File: config.mk
export PLATFORM = sky130hd
export DESIGN_NAME = jerk_limited_step_rate_ramp
export DESIGN_NICKNAME = d
export VERILOG_FILES = /design/src/jlsr_pkg.sv /design/src/jlsr_div.sv /design/src/jerk_limited_step_rate_ramp.sv
export VERILOG_INCLUDE_DIRS = /design/src /design/src/src
export SDC_FILE = /design/constraint.sdc
export NUM_CORES = 2
export LEC_CHECK = 0
export ABC_CLOCK_PERIOD_IN_PS = 16100
export BUFFER_PORTS_ARGS = -buffer_cell sky130_fd_sc_hd__buf_2
export CAP_MARGIN = 20
export CORE_AREA = 10 10 282 284
export CTS_CLUSTER_DIAMETER = 60
export DETAILED_ROUTE_END_ITERATION = 8
export DIE_AREA = 0 0 292 294
export PLACE_DENSITY = 0.83
export SETUP_SLACK_MARGIN = 0.2
export SLEW_MARGIN = 40
export SYNTH_ARGS = -nofsm -noshare
export SYNTH_HDL_FRONTEND = slang
export SYNTH_SLANG_ARGS = --single-unit
File: constraint.sdc
create_clock -name clk -period 16.1 [get_ports clk]
set_input_delay 0.805 -clock clk [delete_from_list [all_inputs] [get_ports clk]]
set_output_delay 0.805 -clock clk [all_outputs]
set_load 0.005 [all_outputs]
File: src/jerk_limited_step_rate_ramp_macros.svh
// Assertion macros shared by the ramp generator RTL.
// Each macro expects a clock named clk and a synchronous reset named rst.
`ifndef JERK_LIMITED_STEP_RATE_RAMP_MACROS_SVH
`define JERK_LIMITED_STEP_RATE_RAMP_MACROS_SVH

// Same-cycle implication.
`define JLSR_ASSERT_IMP(lbl, ante, cons, msg) \
  lbl: assert property (@(posedge clk) disable iff (rst) (ante) |-> (cons)) else $error(msg);

// Next-cycle implication.
`define JLSR_ASSERT_NXT(lbl, ante, cons, msg) \
  lbl: assert property (@(posedge clk) disable iff (rst) (ante) |=> (cons)) else $error(msg);

`endif

File: src/jlsr_pkg.sv
// Package for the jerk limited step rate ramp: beat types, register indexes,
// reset values, fixed-point constants and the sequencer states. No dependencies.
`timescale 1ns / 1ps

package jlsr_pkg;

  localparam int unsigned UPDATE_PERIOD_MS = 5;
  localparam logic [15:0] DT_Q16 = 16'(UPDATE_PERIOD_MS * 65536 / 1000);

  localparam int unsigned CFG_W  = 20;
  localparam int unsigned CFG_IW = 3;

  localparam logic [CFG_IW-1:0] CFG_RAMP_MODE   = 3'd0;
  localparam logic [CFG_IW-1:0] CFG_MIN_RATE    = 3'd1;
  localparam logic [CFG_IW-1:0] CFG_MAX_RATE    = 3'd2;
  localparam logic [CFG_IW-1:0] CFG_LINEAR_STEP = 3'd3;
  localparam logic [CFG_IW-1:0] CFG_ACCEL_LIMIT = 3'd4;
  localparam logic [CFG_IW-1:0] CFG_JERK        = 3'd5;
  localparam logic [CFG_IW-1:0] CFG_TICK_RATE   = 3'd6;

  localparam logic        RST_RAMP_MODE   = 1'b1;
  localparam logic [15:0] RST_MIN_RATE    = 16'd50;
  localparam logic [15:0] RST_MAX_RATE    = 16'd5000;
  localparam logic [15:0] RST_LINEAR_STEP = 16'd50;
  localparam logic [14:0] RST_ACCEL_LIMIT = 15'd4000;
  localparam logic [14:0] RST_JERK        = 15'd20000;
  localparam logic [19:0] RST_TICK_RATE   = 20'd20000;

  localparam logic        MODE_LINEAR = 1'b0;
  localparam logic        CMD_POT     = 1'b0;

  localparam logic [15:0] POT_FULL_SCALE = 16'd4095;

  localparam int unsigned DIV_W  = 20;
  localparam int unsigned DIV_SW = 5;
  localparam logic [DIV_SW-1:0] INT_STEPS = 5'd20;

  typedef struct packed {
    logic        command;
    logic [11:0] pot_reading;
    logic [15:0] requested_hz;
  } in_item_t;

  typedef struct packed {
    logic [15:0] current_hz;
    logic [15:0] target_hz;
    logic [19:0] interval_ticks;
  } out_item_t;

  typedef struct packed {
    logic              start;
    logic [DIV_SW-1:0] steps;
  } div_ctrl_t;

  typedef struct packed {
    logic busy;
    logic done;
  } div_stat_t;

  typedef enum logic [2:0] {
    ST_IDLE,
    ST_MAP_MUL,
    ST_MAP_DIV,
    ST_RAMP_ACC,
    ST_RAMP_MUL,
    ST_RAMP_RATE,
    ST_INT_GO,
    ST_INT_DIV
  } state_t;

endpackage

File: src/jlsr_div.sv
// Iterative restoring divider, one quotient bit per cycle, used for the
// timer interval. Uses jlsr_pkg.
`timescale 1ns / 1ps

module jlsr_div (
  input  logic                     clk,
  input  logic                     rst,
  input  jlsr_pkg::div_ctrl_t      ctrl,
  input  logic [jlsr_pkg::DIV_W-1:0] dividend,
  input  logic [15:0]              divisor,
  output jlsr_pkg::div_stat_t      status,
  output logic [jlsr_pkg::DIV_W-1:0] quotient
);

  logic [jlsr_pkg::DIV_W-1:0]  quo;
  logic [15:0]                 rem;
  logic [15:0]                 dvs;
  logic [jlsr_pkg::DIV_SW-1:0] cnt;
  logic                        busy;
  logic                        done;
  logic [16:0]                 trial;
  logic [16:0]                 diff;
  logic                        ge;

  assign trial = {rem, quo[jlsr_pkg::DIV_W-1]};
  assign diff  = trial - {1'b0, dvs};
  assign ge    = (trial >= {1'b0, dvs});

  always_ff @(posedge clk) begin
    if (rst) begin
      busy <= 1'b0;
      done <= 1'b0;
      cnt  <= '0;
    end else begin
      done <= 1'b0;
      if (ctrl.start) begin
        busy <= 1'b1;
        cnt  <= ctrl.steps;
      end else if (busy) begin
        cnt <= cnt - 1'b1;
        if (cnt == {{(jlsr_pkg::DIV_SW-1){1'b0}}, 1'b1}) begin
          busy <= 1'b0;
          done <= 1'b1;
        end
      end
    end
  end

  always_ff @(posedge clk) begin
    if (ctrl.start) begin
      quo <= dividend;
      rem <= '0;
      dvs <= divisor;
    end else if (busy) begin
      quo <= {quo[jlsr_pkg::DIV_W-2:0], ge};
      rem <= ge ? diff[15:0] : trial[15:0];
    end
  end

  assign status.busy = busy;
  assign status.done = done;
  assign quotient    = quo;

endmodule

File: src/jerk_limited_step_rate_ramp.sv
// Top level of the jerk limited step rate ramp: registers, sequencer and ramp datapath.
// Uses jlsr_pkg, the divider jlsr_div and the assertion macro header.
//
//   channel  signals                           direction
//   cmd      cmd_valid, cmd_stall, cmd_data    update beat in
//   res      res_valid, res_stall, res_data    result beat out
//   cfg      cfg_we, cfg_index, cfg_data       register write in
//
// One update beat is taken at a time. An accepted beat passes the potentiometer mapping
// for a potentiometer beat, the ramp step, an S-curve rate change where the rate must move,
// and the interval divider, one quotient bit per cycle, before its result beat appears.
// cmd_stall stays high from acceptance until the result beat is taken, and the next
// beat can be taken once the sequencer is back in its idle state. Reset is synchronous
// and restores the configuration and control registers, the rate of 50 Hz and zero acceleration.
`timescale 1ns / 1ps
`include "jerk_limited_step_rate_ramp_macros.svh"

module jerk_limited_step_rate_ramp (
  input  logic                        clk,
  input  logic                        rst,
  input  logic                        cmd_valid,
  output logic                        cmd_stall,
  input  jlsr_pkg::in_item_t          cmd_data,
  output logic                        res_valid,
  input  logic                        res_stall,
  output jlsr_pkg::out_item_t         res_data,
  input  logic                        cfg_we,
  input  logic [jlsr_pkg::CFG_IW-1:0] cfg_index,
  input  logic [jlsr_pkg::CFG_W-1:0]  cfg_data
);

  jlsr_pkg::state_t state;
  jlsr_pkg::state_t state_next;

  logic        ramp_mode;
  logic [15:0] min_rate_hz;
  logic [15:0] max_rate_hz;
  logic [15:0] linear_step_hz;
  logic [14:0] accel_limit_hz_s;
  logic [14:0] jerk_hz_s2;
  logic [19:0] timer_tick_rate;

  logic [15:0]        rate_now;
  logic signed [31:0] accel_now;

  jlsr_pkg::in_item_t item;
  logic [15:0]        tgt;
  logic [30:0]        jerk_inc;
  logic signed [31:0] accel_new;
  logic signed [48:0] delta_prod;
  jlsr_pkg::out_item_t result;
  logic               res_done;

  logic [15:0] lo;
  logic [15:0] hi;
  logic [15:0] span;
  logic [15:0] req_clamped;
  logic        accept;

  logic [27:0] map_prod;
  logic [55:0] map_sum;
  logic [15:0] map_quo;

  jlsr_pkg::div_ctrl_t         div_ctrl;
  jlsr_pkg::div_stat_t         div_stat;
  logic [jlsr_pkg::DIV_W-1:0]  div_dividend;
  logic [15:0]                 div_divisor;
  logic [jlsr_pkg::DIV_W-1:0]  div_quotient;

  logic [16:0] lin_sum;
  logic [16:0] lin_val;
  logic [15:0] lin_rate;

  logic               up;
  logic signed [33:0] a_ext;
  logic signed [33:0] a_tgt;
  logic signed [33:0] js_ext;
  logic signed [33:0] a_step;
  logic signed [33:0] a_slew;
  logic signed [16:0] df_raw;
  logic signed [16:0] df;
  logic signed [19:0] nf;
  logic signed [19:0] nf_lim;
  logic               passed;
  logic [15:0]        s_rate;
  logic [19:0]        interval;

  assign accept = cmd_valid && !cmd_stall;

  assign lo          = (min_rate_hz == 16'd0) ? 16'd1 : min_rate_hz;
  assign hi          = (max_rate_hz > lo) ? max_rate_hz : lo;
  assign span        = hi - lo;
  assign req_clamped = (item.requested_hz < lo) ? lo :
                       ((item.requested_hz > hi) ? hi : item.requested_hz);

  // Division by 4095 as a multiplication by 2^28 + 2^16 + 2^4 + 1, which is
  // (2^40 + 4079) / 4095, and a shift by 40. It is exact for every product of
  // a 12-bit reading and a 16-bit span.
  assign map_sum = ({28'd0, map_prod} << 28) + ({28'd0, map_prod} << 16) +
                   ({28'd0, map_prod} << 4) + {28'd0, map_prod};
  assign map_quo = map_sum[55:40];

  // Register file.
  always_ff @(posedge clk) begin
    if (rst) begin
      ramp_mode        <= jlsr_pkg::RST_RAMP_MODE;
      min_rate_hz      <= jlsr_pkg::RST_MIN_RATE;
      max_rate_hz      <= jlsr_pkg::RST_MAX_RATE;
      linear_step_hz   <= jlsr_pkg::RST_LINEAR_STEP;
      accel_limit_hz_s <= jlsr_pkg::RST_ACCEL_LIMIT;
      jerk_hz_s2       <= jlsr_pkg::RST_JERK;
      timer_tick_rate  <= jlsr_pkg::RST_TICK_RATE;
    end else if (cfg_we) begin
      case (cfg_index)
        jlsr_pkg::CFG_RAMP_MODE:   ramp_mode        <= cfg_data[0];
        jlsr_pkg::CFG_MIN_RATE:    min_rate_hz      <= cfg_data[15:0];
        jlsr_pkg::CFG_MAX_RATE:    max_rate_hz      <= cfg_data[15:0];
        jlsr_pkg::CFG_LINEAR_STEP: linear_step_hz   <= cfg_data[15:0];
        jlsr_pkg::CFG_ACCEL_LIMIT: accel_limit_hz_s <= cfg_data[14:0];
        jlsr_pkg::CFG_JERK:        jerk_hz_s2       <= cfg_data[14:0];
        jlsr_pkg::CFG_TICK_RATE:   timer_tick_rate  <= cfg_data[19:0];
        default: begin
        end
      endcase
    end
  end

  // Linear ramp step.
  always_comb begin
    lin_sum = {1'b0, rate_now} + {1'b0, linear_step_hz};
    if (rate_now < tgt) begin
      lin_val = (lin_sum > {1'b0, tgt}) ? {1'b0, tgt} : lin_sum;
    end else if (rate_now > tgt) begin
      lin_val = (rate_now > linear_step_hz) ? {1'b0, rate_now - linear_step_hz} :
                                              {1'b0, lo};
    end else begin
      lin_val = {1'b0, rate_now};
    end
    if (lin_val < {1'b0, lo}) begin
      lin_val = {1'b0, lo};
    end
    if (lin_val > {1'b0, hi}) begin
      lin_val = {1'b0, hi};
    end
    lin_rate = (lin_val[15:0] == 16'd0) ? 16'd1 : lin_val[15:0];
  end

  // Acceleration slew toward the signed limit.
  always_comb begin
    up     = (tgt > rate_now);
    a_ext  = {{2{accel_now[31]}}, accel_now};
    a_tgt  = up ? $signed({3'b000, accel_limit_hz_s, 16'h0000}) :
                  -$signed({3'b000, accel_limit_hz_s, 16'h0000});
    js_ext = $signed({3'b000, jerk_inc});
    a_slew = a_ext;
    if (a_ext < a_tgt) begin
      a_step = a_ext + js_ext;
      a_slew = (a_step > a_tgt) ? a_tgt : a_step;
    end else if (a_ext > a_tgt) begin
      a_step = a_ext - js_ext;
      a_slew = (a_step < a_tgt) ? a_tgt : a_step;
    end else begin
      a_step = a_ext;
    end
  end

  // Rate integration with target stop and band clamp.
  always_comb begin
    df_raw = delta_prod[48:32];
    if (df_raw == 17'sd0) begin
      df = up ? 17'sd1 : -17'sd1;
    end else begin
      df = df_raw;
    end
    nf     = $signed({4'b0000, rate_now}) + $signed({{3{df[16]}}, df});
    passed = (up && (nf > $signed({4'b0000, tgt}))) ||
             (!up && (nf < $signed({4'b0000, tgt})));
    nf_lim = passed ? $signed({4'b0000, tgt}) : nf;
    if (nf_lim < $signed({4'b0000, lo})) begin
      nf_lim = $signed({4'b0000, lo});
    end
    if (nf_lim > $signed({4'b0000, hi})) begin
      nf_lim = $signed({4'b0000, hi});
    end
    s_rate = (nf_lim[15:0] == 16'd0) ? 16'd1 : nf_lim[15:0];
  end

  assign interval = (div_quotient == 20'd0) ? 20'd1 : div_quotient;

  // Sequencer: next state.
  always_comb begin
    state_next = state;
    case (state)
      jlsr_pkg::ST_IDLE: begin
        if (accept) begin
          state_next = jlsr_pkg::ST_MAP_MUL;
        end
      end
      jlsr_pkg::ST_MAP_MUL: begin
        state_next = (item.command == jlsr_pkg::CMD_POT) ? jlsr_pkg::ST_MAP_DIV :
                                                           jlsr_pkg::ST_RAMP_ACC;
      end
      jlsr_pkg::ST_MAP_DIV: state_next = jlsr_pkg::ST_RAMP_ACC;
      jlsr_pkg::ST_RAMP_ACC: begin
        if (ramp_mode == jlsr_pkg::MODE_LINEAR || tgt == rate_now) begin
          state_next = jlsr_pkg::ST_INT_GO;
        end else begin
          state_next = jlsr_pkg::ST_RAMP_MUL;
        end
      end
      jlsr_pkg::ST_RAMP_MUL:  state_next = jlsr_pkg::ST_RAMP_RATE;
      jlsr_pkg::ST_RAMP_RATE: state_next = jlsr_pkg::ST_INT_GO;
      jlsr_pkg::ST_INT_GO:    state_next = jlsr_pkg::ST_INT_DIV;
      jlsr_pkg::ST_INT_DIV: begin
        if (res_done && !res_stall) begin
          state_next = jlsr_pkg::ST_IDLE;
        end
      end
      default: state_next = jlsr_pkg::ST_IDLE;
    endcase
  end

  // Sequencer: outputs.
  always_comb begin
    cmd_stall      = (state != jlsr_pkg::ST_IDLE);
    div_ctrl.start = 1'b0;
    div_ctrl.steps = jlsr_pkg::INT_STEPS;
    div_dividend   = timer_tick_rate;
    div_divisor    = rate_now;
    case (state)
      jlsr_pkg::ST_INT_GO: begin
        div_ctrl.start = 1'b1;
      end
      default: begin
      end
    endcase
  end

  always_ff @(posedge clk) begin
    if (rst) begin
      state     <= jlsr_pkg::ST_IDLE;
      rate_now  <= jlsr_pkg::RST_MIN_RATE;
      accel_now <= '0;
      res_done  <= 1'b0;
    end else begin
      state <= state_next;
      case (state)
        jlsr_pkg::ST_RAMP_ACC: begin
          if (ramp_mode == jlsr_pkg::MODE_LINEAR) begin
            rate_now <= lin_rate;
          end else if (tgt == rate_now) begin
            accel_now <= '0;
          end
        end
        jlsr_pkg::ST_RAMP_RATE: begin
          rate_now  <= s_rate;
          accel_now <= passed ? 32'sd0 : accel_new;
        end
        jlsr_pkg::ST_INT_DIV: begin
          if (div_stat.done) begin
            res_done <= 1'b1;
          end else if (res_done && !res_stall) begin
            res_done <= 1'b0;
          end
        end
        default: begin
        end
      endcase
    end
  end

  // Datapath registers without reset.
  always_ff @(posedge clk) begin
    if (accept) begin
      item     <= cmd_data;
      jerk_inc <= 31'(jerk_hz_s2) * 31'(jlsr_pkg::DT_Q16);
    end
    case (state)
      jlsr_pkg::ST_MAP_MUL: begin
        tgt      <= req_clamped;
        map_prod <= 28'(item.pot_reading) * 28'(span);
      end
      jlsr_pkg::ST_MAP_DIV: begin
        tgt <= lo + map_quo;
      end
      jlsr_pkg::ST_RAMP_ACC: begin
        accel_new <= a_slew[31:0];
      end
      jlsr_pkg::ST_RAMP_MUL: begin
        delta_prod <= 49'(accel_new) * 49'($signed({1'b0, jlsr_pkg::DT_Q16}));
      end
      jlsr_pkg::ST_INT_DIV: begin
        if (div_stat.done) begin
          result.current_hz     <= rate_now;
          result.target_hz      <= tgt;
          result.interval_ticks <= interval;
        end
      end
      default: begin
      end
    endcase
  end

  assign res_valid = res_done;
  assign res_data  = result;

  jlsr_div u_div (
    .clk      (clk),
    .rst      (rst),
    .ctrl     (div_ctrl),
    .dividend (div_dividend),
    .divisor  (div_divisor),
    .status   (div_stat),
    .quotient (div_quotient)
  );

  `JLSR_ASSERT_NXT(a_accept_starts, accept, state == jlsr_pkg::ST_MAP_MUL, "Accepted beat did not start the sequence.")
  `JLSR_ASSERT_IMP(a_rate_nonzero, 1'b1, rate_now != 16'd0, "Current rate reached zero.")
  `JLSR_ASSERT_IMP(a_interval_nonzero, res_valid, res_data.interval_ticks != 20'd0, "Interval of zero offered.")
  `JLSR_ASSERT_NXT(a_div_done_result, state == jlsr_pkg::ST_INT_DIV && div_stat.done, res_valid, "Interval finished without a result beat.")
  `JLSR_ASSERT_IMP(a_div_idle_at_accept, accept, !div_stat.busy, "Divider busy while a new beat was accepted.")

endmodule

==> results.yml <==
logic_synthesis:
  netlist-cell-type-count: 96
  mux_cell_area_share_after_synthesis_pct: 2.27
  yosys.area_share.simple_pct: 15.5
  synth_seq_area_share_pct: 23.4
  postSynthRegisterBits: 401
  ys.warnings.count: 0
  yosys.area_share.xor_xnor_pct: 3.68
  number_of_synthesized_flops_with_an_enable_pin: 227
  netlist_instances: 4895
  synth-adder-area-share_pct: 33.2
  share_of_the_synthesized_area_in_compound_gates_ao_oa_aoi_oai_pct: 15.9
  syn-mean-instance-area_um2: 9.00
  synthFlopType: "edfxtp_1"
  synth_nets: 5949
  async_flop_share_pct: 0
  syn_area_um2: 44000
  synth_top_family_by_area: "adder cells"
floorplan:
  die-height_um: 294
  core-area_um2: 73900
  std_cell_rows: 100
  start_util_pct: 59.6
  die-area_um2: 85800
  die_w_um: 292
  number_of_placed_i_o_pins: 111
grt:
  global_route.usage.met2_pct: 49.3
  grt_pass1_vias: 36600
  globalRoute.busiestLayer: "met2"
  initial_antenna_violation_count: 7
  overflow: 0
  met1_usage_pct: 39.3
  gr-usage-all-layers_pct: 30.6
  wire_length_of_the_first_global_routing_pass_um: 207000
  grtUsageMet3_pct: 6.07
  grt_max_degree: 86
run_status:
  outcome: "finished, final reports clean"
timing:
  report.final.slew_viol_count: 0
  fin_hold_viols: 0
  time_the_final_worst_path_needs_with_i_o_delays_and_setup_ps: 14660
  min_period_over_period_pct: 91.1
  timing.final.ws_setup_ps: 1440
  maxSlewHeadroom_pct: 29.8
  worst-slew-pin-transition_ps: 1040
  setup_tns_after_final_layout_ps: 0
  setup_violations: 0
  timing.fmax_mhz: 68.2
  worst_clock_skew_ps: 33.6
  setup_repair_after_global_routing_missed_its_margin: "false"
power:
  share_comb_of_total_power_pct: 70.1
  totalPowerFinal_mw: 9.62
  ratio_of_total_power_to_cell_area_nw_per_um2: 203
  power.ir.vdd_worst_mv: 0.277
  power_switching_share_pct: 47.3
  power_switching_mw: 4.55
  intPower_mw: 5.07
  leakage_nw: 21.4
  p_clk_share_pct: 13.1
  share_seq_of_total_power_pct: 16.8
clock_tree:
  cts_hold_buffers: 0
  cts_sinks: 401
  tritoncts: "built"
  cts-buffers-inserted: 53
  cts.reportedPaths.clkPinSlew_ps: 60
  cts_root_buf: "clkbuf_16"
  worst_skew_pair.late_latency_ps: 650
  cts.path.max_buffers: 3
  h-tree-depth: 2
critical_path:
  worst-endpoint-arrival_ps: 15210
  ff2ff_setup_slack_ps: 1440
  worstReg2RegStart: "div_divisor[7]$_SDFFE_PP0P_"
  startpoint_type: "flip-flop"
  critPathKind: "reg -> reg"
  crit_fanout: 22
  crit_path_frequent_cell: "o21ai_0"
  worst-r2r-cell-count: 59
  required_ps: 16650
  worstReg2RegEnd: "div_divisor[0]$_SDFFE_PP0P_"
  critical_path.max_stage_delay_ps: 670
  critPathSlowestCell: "dfxtp_1"
  worstSetupEndpointType: "flip-flop"
placed_design:
  dpl.hpwl_um: 105000
  place_ws_ps: 1590
  port_buffers: 110
  globalplace.congestion: 1.03
min_path:
  hold_class: "in -> reg"
  hold_path_depth: 1
  worstHoldEndpoint: "item[20]$_DFFE_PP_"
  min_from: "cmd_data[20]"
cells_and_area:
  fin_nets: 5962
  finalCoreUtilization_pct: 64.2
  layout_commonest_cell: "ha_1"
  fill_cells: 5880
  layout.cells.most_common_list: "ha_1 (709), nand2_1 (565), inv_1 (488)"
  syn2layout_area_growth_pct: 7.75
  multi_input_combinational_cell_area_um2: 31200
  area.sequential_um2: 10300
  fraction_of_final_layout_cells_sized_beyond_drive_strength_1_pct: 7.53
route:
  vias_per_cell: 6.32
  total_length_of_routed_wires_um: 134000
  drtIter0Drc: 4001
  detailed_route_wire_length_per_cell_um: 22.7
  detailed_route_via_count: 37400
  final_routed_drc_violation_total: 0
  drt-pass1-iter-count: 8
  drt.antenna.violating_nets: 0
run:
  timing.max_cap.violations: 0
==> worst max-delay path by stage <==
stage | start | to | slack (ps)
3_3_place_gp | div_divisor[7]$_SDFFE_PP0P_ | div_divisor[0]$_SDFFE_PP0P_ | 1710
4_1_cts | div_divisor[7]$_SDFFE_PP0P_ | div_divisor[0]$_SDFFE_PP0P_ | 1520
6_report | div_divisor[7]$_SDFFE_PP0P_ | div_divisor[0]$_SDFFE_PP0P_ | 1440
2_1_floorplan | div_divisor[7]$_SDFFE_PP0P_ | div_divisor[0]$_SDFFE_PP0P_ | 4280
5_1_grt | div_divisor[7]$_SDFFE_PP0P_ | div_divisor[0]$_SDFFE_PP0P_ | 460
3_5_place_dp | div_divisor[7]$_SDFFE_PP0P_ | div_divisor[0]$_SDFFE_PP0P_ | 1590
==> critical path: cells and delay by family, from the launching register on <==
| family | cells | cell delay [ps] |
|---|---|---|
| adder cells (fa/ha/maj) | 6 | 2360 |
| AO/OA/AOI/OAI | 33 | 7640 |
| XOR/XNOR | 1 | 200 |
| buffers and inverters | 4 | 1260 |
| flip-flops | 1 | 670 |
| AND/OR/NAND/NOR | 15 | 2430 |
==> area by class of cell <==
class	instances	area share, %
Antenna cell	3	0.0158
Clock buffer	67	3.15
Clock inverter	33	0.838
Inverter	493	3.90
Multi-Input combinational cell	3794	65.8
Sequential cell	401	21.7
Tap cell	969	2.55
Timing Repair Buffer	165	2.04
==> through the flow <==
step / hold WS, ps / instances / area [um^2]
2_1_floorplan: 436 / 4895 / 44000
3_3_place_gp: 444 / 5821 / 45500
3_5_place_dp: 447 / 5822 / 45500
4_1_cts: 320 / 5922 / 47400
5_1_grt: 331 / 5922 / 47500
6_report: 343 / 5925 / 47500
==> synthesized netlist by cell type (14+ instances only) <==
cell	n	area [um^2]
a31oi_1	27	169
nor3_1	88	440
nand3_1	77	385
nand4_1	58	363
a21o_1	77	578
o311ai_0	16	140
and2_1	55	344
a211oi_1	43	323
mux2i_1	68	681
nand3b_1	31	233
o211ai_1	25	188
a221oi_1	21	184
a21boi_0	30	225
o21bai_1	20	150
or2_2	15	93.8
nor2b_1	76	475
inv_1	489	1840
xor2_1	39	342
or3_1	27	169
dfxtp_1	174	3480
o31ai_1	20	150
o21a_1	57	428
a22oi_1	38	285
buf_2	14	70.1
xnor2_1	146	1280
o2111ai_1	21	184
edfxtp_1	227	6820
nor4_1	18	113
o21ai_0	221	1110
nand2b_1	68	425
clkbuf_1	184	691
nor2_1	306	1150
nand2_1	565	2120
a21oi_1	314	1570
fa_1	288	5770
ha_1	709	8870
a211o_1	15	131
and3_1	18	113
mux2_2	27	304
==> what timing repair did <==
action / in CTS / in global routing
setup endpoints to repair: 0 / 1
gates resized for setup: 0 / 1
setup buffers: 0 / 0
hold endpoints to repair: 0 / 0
==> power groups by stage <==
stage	sequential (mW)	clock [mW]	combinational (mW)
2_1_floorplan	1.55	0	5.18
3_3_place_gp	1.63	0	6.37
3_5_place_dp	1.63	0	6.62
4_1_cts	1.61	1.27	6.67
5_1_grt	1.63	1.30	7.60
6_report	1.62	1.26	6.74
==> cells by family (layout without fill, tap and decap cells) <==
| logic type | count (synthesis) | count (layout) |
|---|---|---|
| buffers and inverters | 700 | 758 |
| and+or+nand+nor | 1448 | 1448 |
| AOI/OAI and AO/OA | 1068 | 1068 |
| other | 0 | 3 |
| xor gates and xnor gates | 185 | 185 |
| muxes | 96 | 96 |
| adders and majority gates | 997 | 997 |
| DFF | 401 | 401 |
==> flip-flops by register name (all words and copies together) (netlist names), 3 cells and up <==
signal,count
map_prod,28
tgt,16
linear_step_hz,16
accel_limit_hz_s,15
u_div.cnt,5
accel_new,32
delta_prod,10
u_div.rem,16
u_div.quotient,20
jerk_inc,24
u_div.dvs,16
min_rate_hz,16
state,3
accel_now,32
max_rate_hz,16
jerk_hz_s2,15
item,29
div_divisor,16
div_dividend,20
res_data,52
==> metal layers <==
metal	share of wire, %	up-vias
li1	-	17200
met1	40	17900
met2	45	1838
met3	10	437
met4	5.2	16
met5	0.077	-
Note: power is estimated with default switching activity, not from simulation.
